**src/llm_pkg.sv**
```systemverilog
package llm_pkg;

  typedef enum logic [2:0] {
    OP_INS_FRONT = 3'd0,
    OP_INS_END   = 3'd1,
    OP_INS_AFTER = 3'd2,
    OP_DEL_FRONT = 3'd3,
    OP_DEL_END   = 3'd4,
    OP_DEL_KEY   = 3'd5
  } op_e;

  typedef enum logic [1:0] {
    ST_DONE  = 2'd0,
    ST_FULL  = 2'd1,
    ST_EMPTY = 2'd2,
    ST_NOKEY = 2'd3
  } status_e;

  localparam int unsigned OpWidth     = 3;
  localparam int unsigned StatusWidth = 2;
  localparam int unsigned FieldWidth  = 32;

  // Datapath commands issued by the controller.
  typedef enum logic [3:0] {
    CMD_NONE,
    CMD_LOAD,       // capture request, start read of head
    CMD_READ_HEAD,  // read node at head
    CMD_STEP,       // follow link: prev <= cur, cur <= next, read next
    CMD_RD_CUR,     // re-read node at cur
    CMD_INS_FRONT,
    CMD_INS_END,
    CMD_INS_AFTER,
    CMD_DEL_FRONT,
    CMD_DEL_END,
    CMD_DEL_KEY
  } cmd_e;

  typedef struct packed {
    logic head_null;
    logic pool_full;
    logic key_match;
    logic next_null;
    logic walk_done;
  } dp_status_t;

endpackage

```
**src/linked_list_manager.sv**
```systemverilog
// Singly linked list manager.
// Input channel: op_i, search_key_i, new_value_i with in_valid_i/in_ready_o.
// Output channel: status_o, list_length_o with out_valid_o/out_ready_i.
// One request is handled at a time; in_ready_o is high while the block is
// idle and its result register is free.
// Front operations and insert at end pass through S_RD, S_EXEC and S_GAP
// to S_OUT, where out_valid_o is raised.
// Key searches and delete at end pass through S_RD, then walk the list in
// S_WALK one node-store read per cycle, then go through S_GAP to S_OUT.
// The walk through the node store, a registered-read RAM, sets how long
// such a request takes.
// Reset clears the head and tail pointers, the allocation map and the count;
// the node stores need no clearing since a node is read only after it is
// written. A finished result stays in the output register until taken;
// while the receiver stalls no new request is accepted.
module linked_list_manager #(
  parameter int unsigned NODES       = 64,
  parameter int unsigned VALUE_WIDTH = 32
) (
  input  logic                              clk_i,
  input  logic                              rst_ni,
  input  logic                              in_valid_i,
  output logic                              in_ready_o,
  input  logic [llm_pkg::OpWidth-1:0]       op_i,
  input  logic [llm_pkg::FieldWidth-1:0]    search_key_i,
  input  logic [llm_pkg::FieldWidth-1:0]    new_value_i,
  output logic                              out_valid_o,
  input  logic                              out_ready_i,
  output logic [llm_pkg::StatusWidth-1:0]   status_o,
  output logic [$clog2(NODES+1)-1:0]        list_length_o
);
  import llm_pkg::*;

  typedef enum logic [2:0] {
    S_IDLE, S_RD, S_WALK, S_EXEC, S_GAP, S_OUT
  } state_e;

  state_e state_q;
  logic [OpWidth-1:0] op_q;
  logic [StatusWidth-1:0] st_q;
  cmd_e cmd;
  dp_status_t dps;
  logic [$clog2(NODES+1)-1:0] cnt;

  llm_datapath #(.Nodes(NODES), .ValueWidth(VALUE_WIDTH)) u_dp (
    .clk_i, .rst_ni, .cmd_i(cmd), .search_key_i, .new_value_i,
    .status_o(dps), .count_o(cnt)
  );

  assign in_ready_o    = (state_q == S_IDLE);
  assign out_valid_o   = (state_q == S_OUT);
  assign status_o      = st_q;
  assign list_length_o = cnt;

  logic walk_op;
  assign walk_op = (op_q == OP_INS_AFTER) || (op_q == OP_DEL_KEY) || (op_q == OP_DEL_END);

  always_comb begin
    cmd = CMD_NONE;
    unique case (state_q)
      S_IDLE: if (in_valid_i) cmd = CMD_LOAD;
      S_WALK: begin
        if (op_q == OP_DEL_END) begin
          if (!dps.next_null && !dps.walk_done) cmd = CMD_STEP;
          else cmd = CMD_DEL_END;
        end else if (dps.key_match) begin
          if (op_q == OP_DEL_KEY) cmd = CMD_DEL_KEY;
          else if (!dps.pool_full) cmd = CMD_INS_AFTER;
        end else if (!dps.next_null && !dps.walk_done) begin
          cmd = CMD_STEP;
        end
      end
      S_EXEC: begin
        unique case (op_q)
          OP_INS_FRONT: if (!dps.pool_full) cmd = CMD_INS_FRONT;
          OP_INS_END:   if (!dps.pool_full) cmd = CMD_INS_END;
          OP_DEL_FRONT: if (!dps.head_null) cmd = CMD_DEL_FRONT;
          default: ;
        endcase
      end
      default: ;
    endcase
  end

  always_ff @(posedge clk_i or negedge rst_ni) begin
    if (!rst_ni) begin
      state_q <= S_IDLE;
      op_q    <= '0;
      st_q    <= ST_DONE;
    end else begin
      unique case (state_q)
        S_IDLE: if (in_valid_i) begin
          op_q    <= op_i;
          st_q    <= ST_DONE;
          state_q <= S_RD;
        end
        S_RD: begin
          if (walk_op) begin
            if (dps.head_null) begin
              st_q    <= (op_q == OP_INS_AFTER) ? ST_NOKEY : ST_EMPTY;
              state_q <= S_GAP;
            end else begin
              state_q <= S_WALK;
            end
          end else begin
            state_q <= S_EXEC;
          end
        end
        S_WALK: begin
          if (op_q == OP_DEL_END) begin
            if (dps.next_null || dps.walk_done) state_q <= S_GAP;
          end else if (dps.key_match) begin
            if (op_q == OP_INS_AFTER && dps.pool_full) st_q <= ST_FULL;
            state_q <= S_GAP;
          end else if (dps.next_null || dps.walk_done) begin
            st_q    <= ST_NOKEY;
            state_q <= S_GAP;
          end
        end
        S_EXEC: begin
          unique case (op_q)
            OP_INS_FRONT, OP_INS_END: if (dps.pool_full) st_q <= ST_FULL;
            OP_DEL_FRONT: if (dps.head_null) st_q <= ST_EMPTY;
            default: ;
          endcase
          state_q <= S_GAP;
        end
        S_GAP: state_q <= S_OUT;
        S_OUT: if (out_ready_i) state_q <= S_IDLE;
        default: state_q <= S_IDLE;
      endcase
    end
  end
endmodule

```
**src/llm_ram.sv**
```systemverilog
module llm_ram #(
  parameter int unsigned Width = 32,
  parameter int unsigned Depth = 64
) (
  input  logic                     clk_i,
  input  logic                     we_i,
  input  logic [$clog2(Depth)-1:0] waddr_i,
  input  logic [Width-1:0]         wdata_i,
  input  logic [$clog2(Depth)-1:0] raddr_i,
  output logic [Width-1:0]         rdata_o
);
  logic [Width-1:0] mem_q [Depth];

  always_ff @(posedge clk_i) begin
    if (we_i) begin
      mem_q[waddr_i] <= wdata_i;
    end
    rdata_o <= mem_q[raddr_i];
  end
endmodule

```
**src/llm_datapath.sv**
```systemverilog
module llm_datapath #(
  parameter int unsigned Nodes      = 64,
  parameter int unsigned ValueWidth = 32
) (
  input  logic                            clk_i,
  input  logic                            rst_ni,
  input  llm_pkg::cmd_e                   cmd_i,
  input  logic [llm_pkg::FieldWidth-1:0]  search_key_i,
  input  logic [llm_pkg::FieldWidth-1:0]  new_value_i,
  output llm_pkg::dp_status_t             status_o,
  output logic [$clog2(Nodes+1)-1:0]      count_o
);
  import llm_pkg::*;

  localparam int unsigned IdxW = $clog2(Nodes);
  localparam int unsigned PtrW = $clog2(Nodes + 1);
  localparam logic [PtrW-1:0] NullPtr = PtrW'(Nodes);

  logic [ValueWidth-1:0] key_q, val_q;
  logic [PtrW-1:0] head_q, tail_q, cur_q, prev_q, free_q;
  logic [PtrW-1:0] cnt_q, steps_q;
  logic [Nodes-1:0] used_q;

  logic            v_we, n_we;
  logic [IdxW-1:0] v_wa, n_wa, raddr;
  logic [ValueWidth-1:0] v_wd, v_rd;
  logic [PtrW-1:0] n_wd, n_rd;

  llm_ram #(.Width(ValueWidth), .Depth(Nodes)) u_val (
    .clk_i, .we_i(v_we), .waddr_i(v_wa), .wdata_i(v_wd),
    .raddr_i(raddr), .rdata_o(v_rd)
  );

  // Lowest free node, found by a priority scan of the allocation map.
  logic [PtrW-1:0] free_idx;
  always_comb begin
    free_idx = NullPtr;
    for (int i = Nodes - 1; i >= 0; i--) begin
      if (!used_q[i]) free_idx = PtrW'(i);
    end
  end

  logic [ValueWidth-1:0] key_ext, val_ext;
  always_comb begin
    key_ext = ValueWidth'($signed(search_key_i));
    val_ext = ValueWidth'($signed(new_value_i));
  end

  always_comb begin
    unique case (cmd_i)
      CMD_LOAD:      raddr = head_q[IdxW-1:0];
      CMD_STEP:      raddr = n_rd[IdxW-1:0];
      CMD_RD_CUR:    raddr = cur_q[IdxW-1:0];
      default:       raddr = head_q[IdxW-1:0];
    endcase
  end

  always_comb begin
    v_we = 1'b0;
    n_we = 1'b0;
    v_wa = free_q[IdxW-1:0];
    n_wa = free_q[IdxW-1:0];
    v_wd = val_q;
    n_wd = NullPtr;
    unique case (cmd_i)
      CMD_INS_FRONT: begin
        v_we = 1'b1; n_we = 1'b1; n_wd = head_q;
      end
      CMD_INS_END: begin
        v_we = 1'b1; n_we = 1'b1; n_wd = NullPtr;
      end
      CMD_INS_AFTER: begin
        v_we = 1'b1; n_we = 1'b1; n_wd = n_rd;
      end
      default: ;
    endcase
  end

  assign status_o.head_null = (head_q == NullPtr);
  assign status_o.pool_full = (free_q == NullPtr);
  assign status_o.key_match = (v_rd == key_q);
  assign status_o.next_null = (n_rd >= NullPtr);
  assign status_o.walk_done = (steps_q >= PtrW'(Nodes));
  assign count_o = cnt_q;

  // Second write port on the link store is avoided: link updates of an
  // existing node are done as a separate write through the new-node port
  // pattern below.
  logic            lk_we;
  logic [IdxW-1:0] lk_wa;
  logic [PtrW-1:0] lk_wd;
  always_comb begin
    lk_we = 1'b0;
    lk_wa = tail_q[IdxW-1:0];
    lk_wd = free_q;
    unique case (cmd_i)
      CMD_DEL_END: begin
        lk_we = (prev_q != NullPtr); lk_wa = prev_q[IdxW-1:0]; lk_wd = NullPtr;
      end
      CMD_DEL_KEY: begin
        lk_we = (prev_q != NullPtr); lk_wa = prev_q[IdxW-1:0]; lk_wd = n_rd;
      end
      default: ;
    endcase
  end

  // Pending link write to an existing node, done in the next cycle.
  logic            pend_q;
  logic [IdxW-1:0] pend_a_q;
  logic [PtrW-1:0] pend_d_q;
  logic            use_pend;
  assign use_pend = pend_q && !n_we;

  always_ff @(posedge clk_i or negedge rst_ni) begin
    if (!rst_ni) begin
      head_q  <= NullPtr;
      tail_q  <= NullPtr;
      used_q  <= '0;
      cnt_q   <= '0;
      cur_q   <= NullPtr;
      prev_q  <= NullPtr;
      free_q  <= NullPtr;
      steps_q <= '0;
      pend_q  <= 1'b0;
    end else begin
      unique case (cmd_i)
        CMD_LOAD: begin
          key_q   <= key_ext;
          val_q   <= val_ext;
          free_q  <= free_idx;
          cur_q   <= head_q;
          prev_q  <= NullPtr;
          steps_q <= '0;
        end
        CMD_STEP: begin
          prev_q  <= cur_q;
          cur_q   <= n_rd;
          steps_q <= steps_q + 1'b1;
        end
        CMD_INS_FRONT: begin
          used_q[free_q[IdxW-1:0]] <= 1'b1;
          cnt_q <= cnt_q + 1'b1;
          head_q <= free_q;
          if (tail_q == NullPtr) tail_q <= free_q;
        end
        CMD_INS_END: begin
          used_q[free_q[IdxW-1:0]] <= 1'b1;
          cnt_q <= cnt_q + 1'b1;
          tail_q <= free_q;
          if (head_q == NullPtr || tail_q == NullPtr) begin
            head_q <= free_q;
          end else begin
            pend_q <= 1'b1; pend_a_q <= tail_q[IdxW-1:0]; pend_d_q <= free_q;
          end
        end
        CMD_INS_AFTER: begin
          used_q[free_q[IdxW-1:0]] <= 1'b1;
          cnt_q <= cnt_q + 1'b1;
          pend_q <= 1'b1; pend_a_q <= cur_q[IdxW-1:0]; pend_d_q <= free_q;
          if (tail_q == cur_q) tail_q <= free_q;
        end
        CMD_DEL_FRONT: begin
          used_q[head_q[IdxW-1:0]] <= 1'b0;
          if (cnt_q != '0) cnt_q <= cnt_q - 1'b1;
          if (n_rd >= NullPtr) begin
            head_q <= NullPtr; tail_q <= NullPtr;
          end else begin
            head_q <= n_rd;
          end
        end
        CMD_DEL_END: begin
          used_q[cur_q[IdxW-1:0]] <= 1'b0;
          if (cnt_q != '0) cnt_q <= cnt_q - 1'b1;
          if (prev_q == NullPtr) begin
            head_q <= NullPtr; tail_q <= NullPtr;
          end else begin
            tail_q <= prev_q;
            pend_q <= lk_we; pend_a_q <= lk_wa; pend_d_q <= lk_wd;
          end
        end
        CMD_DEL_KEY: begin
          used_q[cur_q[IdxW-1:0]] <= 1'b0;
          if (cnt_q != '0) cnt_q <= cnt_q - 1'b1;
          if (prev_q == NullPtr) begin
            if (n_rd >= NullPtr) begin
              head_q <= NullPtr; tail_q <= NullPtr;
            end else begin
              head_q <= n_rd;
              if (tail_q == cur_q) tail_q <= prev_q;
            end
          end else begin
            pend_q <= lk_we; pend_a_q <= lk_wa; pend_d_q <= lk_wd;
            if (tail_q == cur_q) tail_q <= prev_q;
          end
        end
        default: if (use_pend) pend_q <= 1'b0;
      endcase
    end
  end

  // The link store is written by the new-node path, or by the pending link
  // update in the following cycle (the controller always passes through S_GAP,
  // where it issues no command, after an update).
  logic            nx_we;
  logic [IdxW-1:0] nx_wa;
  logic [PtrW-1:0] nx_wd;
  always_comb begin
    nx_we = n_we | use_pend;
    nx_wa = n_we ? n_wa : pend_a_q;
    nx_wd = n_we ? n_wd : pend_d_q;
  end

  llm_ram #(.Width(PtrW), .Depth(Nodes)) u_next (
    .clk_i, .we_i(nx_we), .waddr_i(nx_wa), .wdata_i(nx_wd),
    .raddr_i(raddr), .rdata_o(n_rd)
  );
endmodule

```
**config.mk**
```make
export PLATFORM = sky130hd
export DESIGN_NAME = linked_list_manager
export DESIGN_NICKNAME = d
export VERILOG_FILES = /design/src/llm_pkg.sv /design/src/linked_list_manager.sv /design/src/llm_ram.sv /design/src/llm_datapath.sv
export SDC_FILE = /design/constraint.sdc
export NUM_CORES = 2
export LEC_CHECK = 0
export ABC_AREA = 0
export ABC_CLOCK_PERIOD_IN_PS = 9130
export BUFFER_PORTS_ARGS = -buffer_cell sky130_fd_sc_hd__buf_4
export CAP_MARGIN = 20
export CORE_UTILIZATION = 23
export DETAILED_ROUTE_END_ITERATION = 6
export PLACE_DENSITY_LB_ADDON = 0.3
export SYNTH_ARGS = -nofsm -noshare
export SYNTH_HDL_FRONTEND = slang
export SYNTH_SLANG_ARGS = --single-unit
```
**constraint.sdc**
```tcl
create_clock -name clk_i -period 9.13 [get_ports clk_i]
set_clock_uncertainty 0.05 [all_clocks]
set_input_delay 2.739 -clock clk_i [delete_from_list [all_inputs] [get_ports clk_i]]
set_output_delay 2.739 -clock clk_i [all_outputs]
set_load 0.005 [all_outputs]
```
==> flow_summary.ini <==
[clock_network]
clkTransAtPathRegs_ps = 60
cts_tree = built
cts-htree-levels = 5
ctsResizeCount = 0
postCtsSetupRepairBufs = 0
holdBufCountCts = 0
clock_sinks = 2734
clk_latency_ps = 970
cts_buffers = 314
clk_path_buf_depth = 4
cts_root_buf = clkbuf_16

[drt]
drtAntennaViolNets = 0
viasPerCell = 4.90
route.met2.wl_um = 185000
vias = 68700
detail_route.first_pass.iterations = 7
drc = 0
routedWlPerCell_um = 28.5
wl_um = 400000
highest_layer = met4
m1WireLength_um = 168000
drt_iter0_markers = 9268
routed-wl-met3_um = 34500

[global_routing]
antenna_found_initial = 22
grt_pass1_vias = 66200
grt_max_degree = 133
grt_pass1_wl_um = 545000
grt-ovfl-total = 0
grt_usage = 0.163

[timing]
drv_slew = 0
fin_ws_ps = 1680
slew_headroom = 0.140
layout_min_cycle_time_ps = 7450
finalHoldViolCount = 0
final.setup.tns_ps = 0
post-route-period-util = 0.816
worst_slew_pin_slew_ps = 1280
timing.hold.ws_ps = 440
setup_viol = 0
rsz0062_at_grt = no
fmax_ghz = 0.134

[critical_path]
arrival_ps = 8210
crit_type = flop to flop
ff2ff_path_depth = 13
cp.required_ps = 9880
crit_family = simple AND/OR/NAND/NOR gates
crit_chain = xnor2_1, nand4_1, nor4_4, and3_1, o221ai_2, o21ai_1, and2_4, buf_12, mux2i_1, o22ai_1, nor4_1, o21ai_0, and4_1
path_buf_inv = 1
cp_slowest_cell = nor4_4
endpoint_kind = flop
path_depth = 13
start_kind = flop
cp_max_fo = 91
slowest_delay_ps = 1230

[floorplan]
core_area_mm2 = 0.467
core.rowCount = 251
die_area_mm2 = 0.472
start_util = 0.231
pin_count = 82
fp.dieW_um = 687
die_h_um = 687

[pwr]
powerDensity_mw_per_mm2 = 332
finalPower_mw = 42.3
power_leakage_nw = 41.4
vdd_drop_max_mv = 0.433

[finish]
num-fill-cells = 47000
synthToLayoutAreaGrowth_pct = 18.0
design_area_mm2 = 0.127
drive_above_1_share = 0.118
nets = 7635

[logic_synthesis]
yosysMostFrequentCell = edfxtp_1
synth_common_cells = 2,573 x edfxtp_1, 1,399 x nand2_1, 573 x mux2i_1
synth_warnings = 0
async_flop_share = 0.0446
yosysSeqAreaShare = 0.752
synth.avg_cell_area_um2 = 14.6
synthTopCellsByArea = edfxtp_1 72%, mux2i_1 5.3%, nand2_1 4.9%
netlist.area_leader.share = 0.716
synth.cell_area_mm2 = 0.108
synth_nets = 7442
netlist_instances = 7364
synth_ff_type = edfxtp_1
synth_seq_cells = 2734
synth_edf_count = 2573
yosys.area.top_type = edfxtp_1
synth_cell_type_count = 90

[placement]
hpwl_um = 225000
gp_congestion = 0.850
place_worst_setup_slack_ps = 2090
numPortBuffers = 81
place_area_mm2 = 0.117

[min_path]
min_path_cells = 1
hold_class = flop to flop

[run_status]
status = finished, final reports clean

[run]
max-cap-violations = 0
sequential cells by signal (all words and copies together), names as in the netlist, 32 cells and up:
name	flops
u_dp.used_q	64
u_dp.u_next.mem_q	448
u_dp.key_q	32
u_dp.v_wd	32
u_dp.u_val.rdata_o	32
u_dp.u_val.mem_q	2048
worst reg2reg max path, stage by stage, from the launching register on:
cell and delay, ps:
edfxtp_1 520, xnor2_1 270, nand4_1 680, nor4_4 1240, and3_1 410, o221ai_2 220
o21ai_1 340, and2_4 740, buf_12 640, mux2i_1 280, o22ai_1 340, nor4_1 100
o21ai_0 1000, and4_1 450
logic make-up (layout without fill, tap and decap cells):
kind of cell,count (synthesis),after routing,share of synthesized area
AOI/OAI and AO/OA,1327,1327,0.0807
xor gates and xnor gates,47,47,0.00382
DFF,2734,2734,0.752
and+or+nand+nor,2160,2160,0.0848
buffers and inverters,463,919,0.0185
muxes,626,626,0.0592
other,0,8,0
adders and majority gates,7,7,0.000882
placed cells by master, fill, tap and decap left out, drive strengths merged, types with 50 or more instances in the layout:
master	count
mux2	50
o221ai	109
a221oi	108
nand3	190
a31oi	102
buf	310
nand2	1401
o21ai	78
nor2	288
nor4	88
clkinv	120
a21oi	509
o22ai	233
clkbuf	418
edfxtp	2573
mux2i	573
dfrtp	117
worst paths after layout:
| path | from | endpoint | slack [ps] |
|---|---|---|---|
| max | u_dp.key_q[16] | u_dp.u_val.rdata_o[5] | 1680 |
| min | u_dp.steps_q[0] | u_dp.steps_q[0] | 440 |
| max reg2reg | u_dp.key_q[16] | u_dp.u_val.rdata_o[5] | 1680 |
| min reg2reg | u_dp.steps_q[0] | u_dp.steps_q[0] | 440 |
| max in group asynchronous | rst_ni | u_dp.used_q[55] | 6300 |
| min in group asynchronous | rst_ni | u_dp.used_q[33] | 1720 |
power breakdown:
part / switching, mW / internal, mW
clock: 5.30 / 7.07
combinational: 11.0 / 4.34
sequential: 0.387 / 14.2
routing by layer:
| metal | up-vias | track usage |
|---|---|---|
| met3 | 615 | 0.0297 |
| met2 | 3551 | 0.262 |
| met4 | 0 | 0.0473 |
| li1 | 28700 | - |
| met5 | - | 0 |
| met1 | 35800 | 0.224 |
final cells by class:
class | instances | area [um2] | share of cell area
sequential | 2734 | 81100 | 0.637
multi-input combinational | 4167 | 25500 | 0.201
clock buffer | 415 | 8440 | 0.0663
tap | 6198 | 7750 | 0.0609
timing repair buffer | 313 | 2750 | 0.0216
clock inverter | 164 | 1570 | 0.0123
inverter | 27 | 101 | 0.000796
antenna | 8 | 20.0 | 0.000157
metrics by stage:
stage / utilization / std cells
2_1_floorplan: - / 7364
3_3_place_gp: 0.251 / 13400
3_5_place_dp: 0.251 / 13400
4_1_cts: 0.272 / 14000
5_1_grt: 0.273 / 14000
6_report: 0.273 / 14000
No activity file was read; power rests on OpenSTA's default activity.
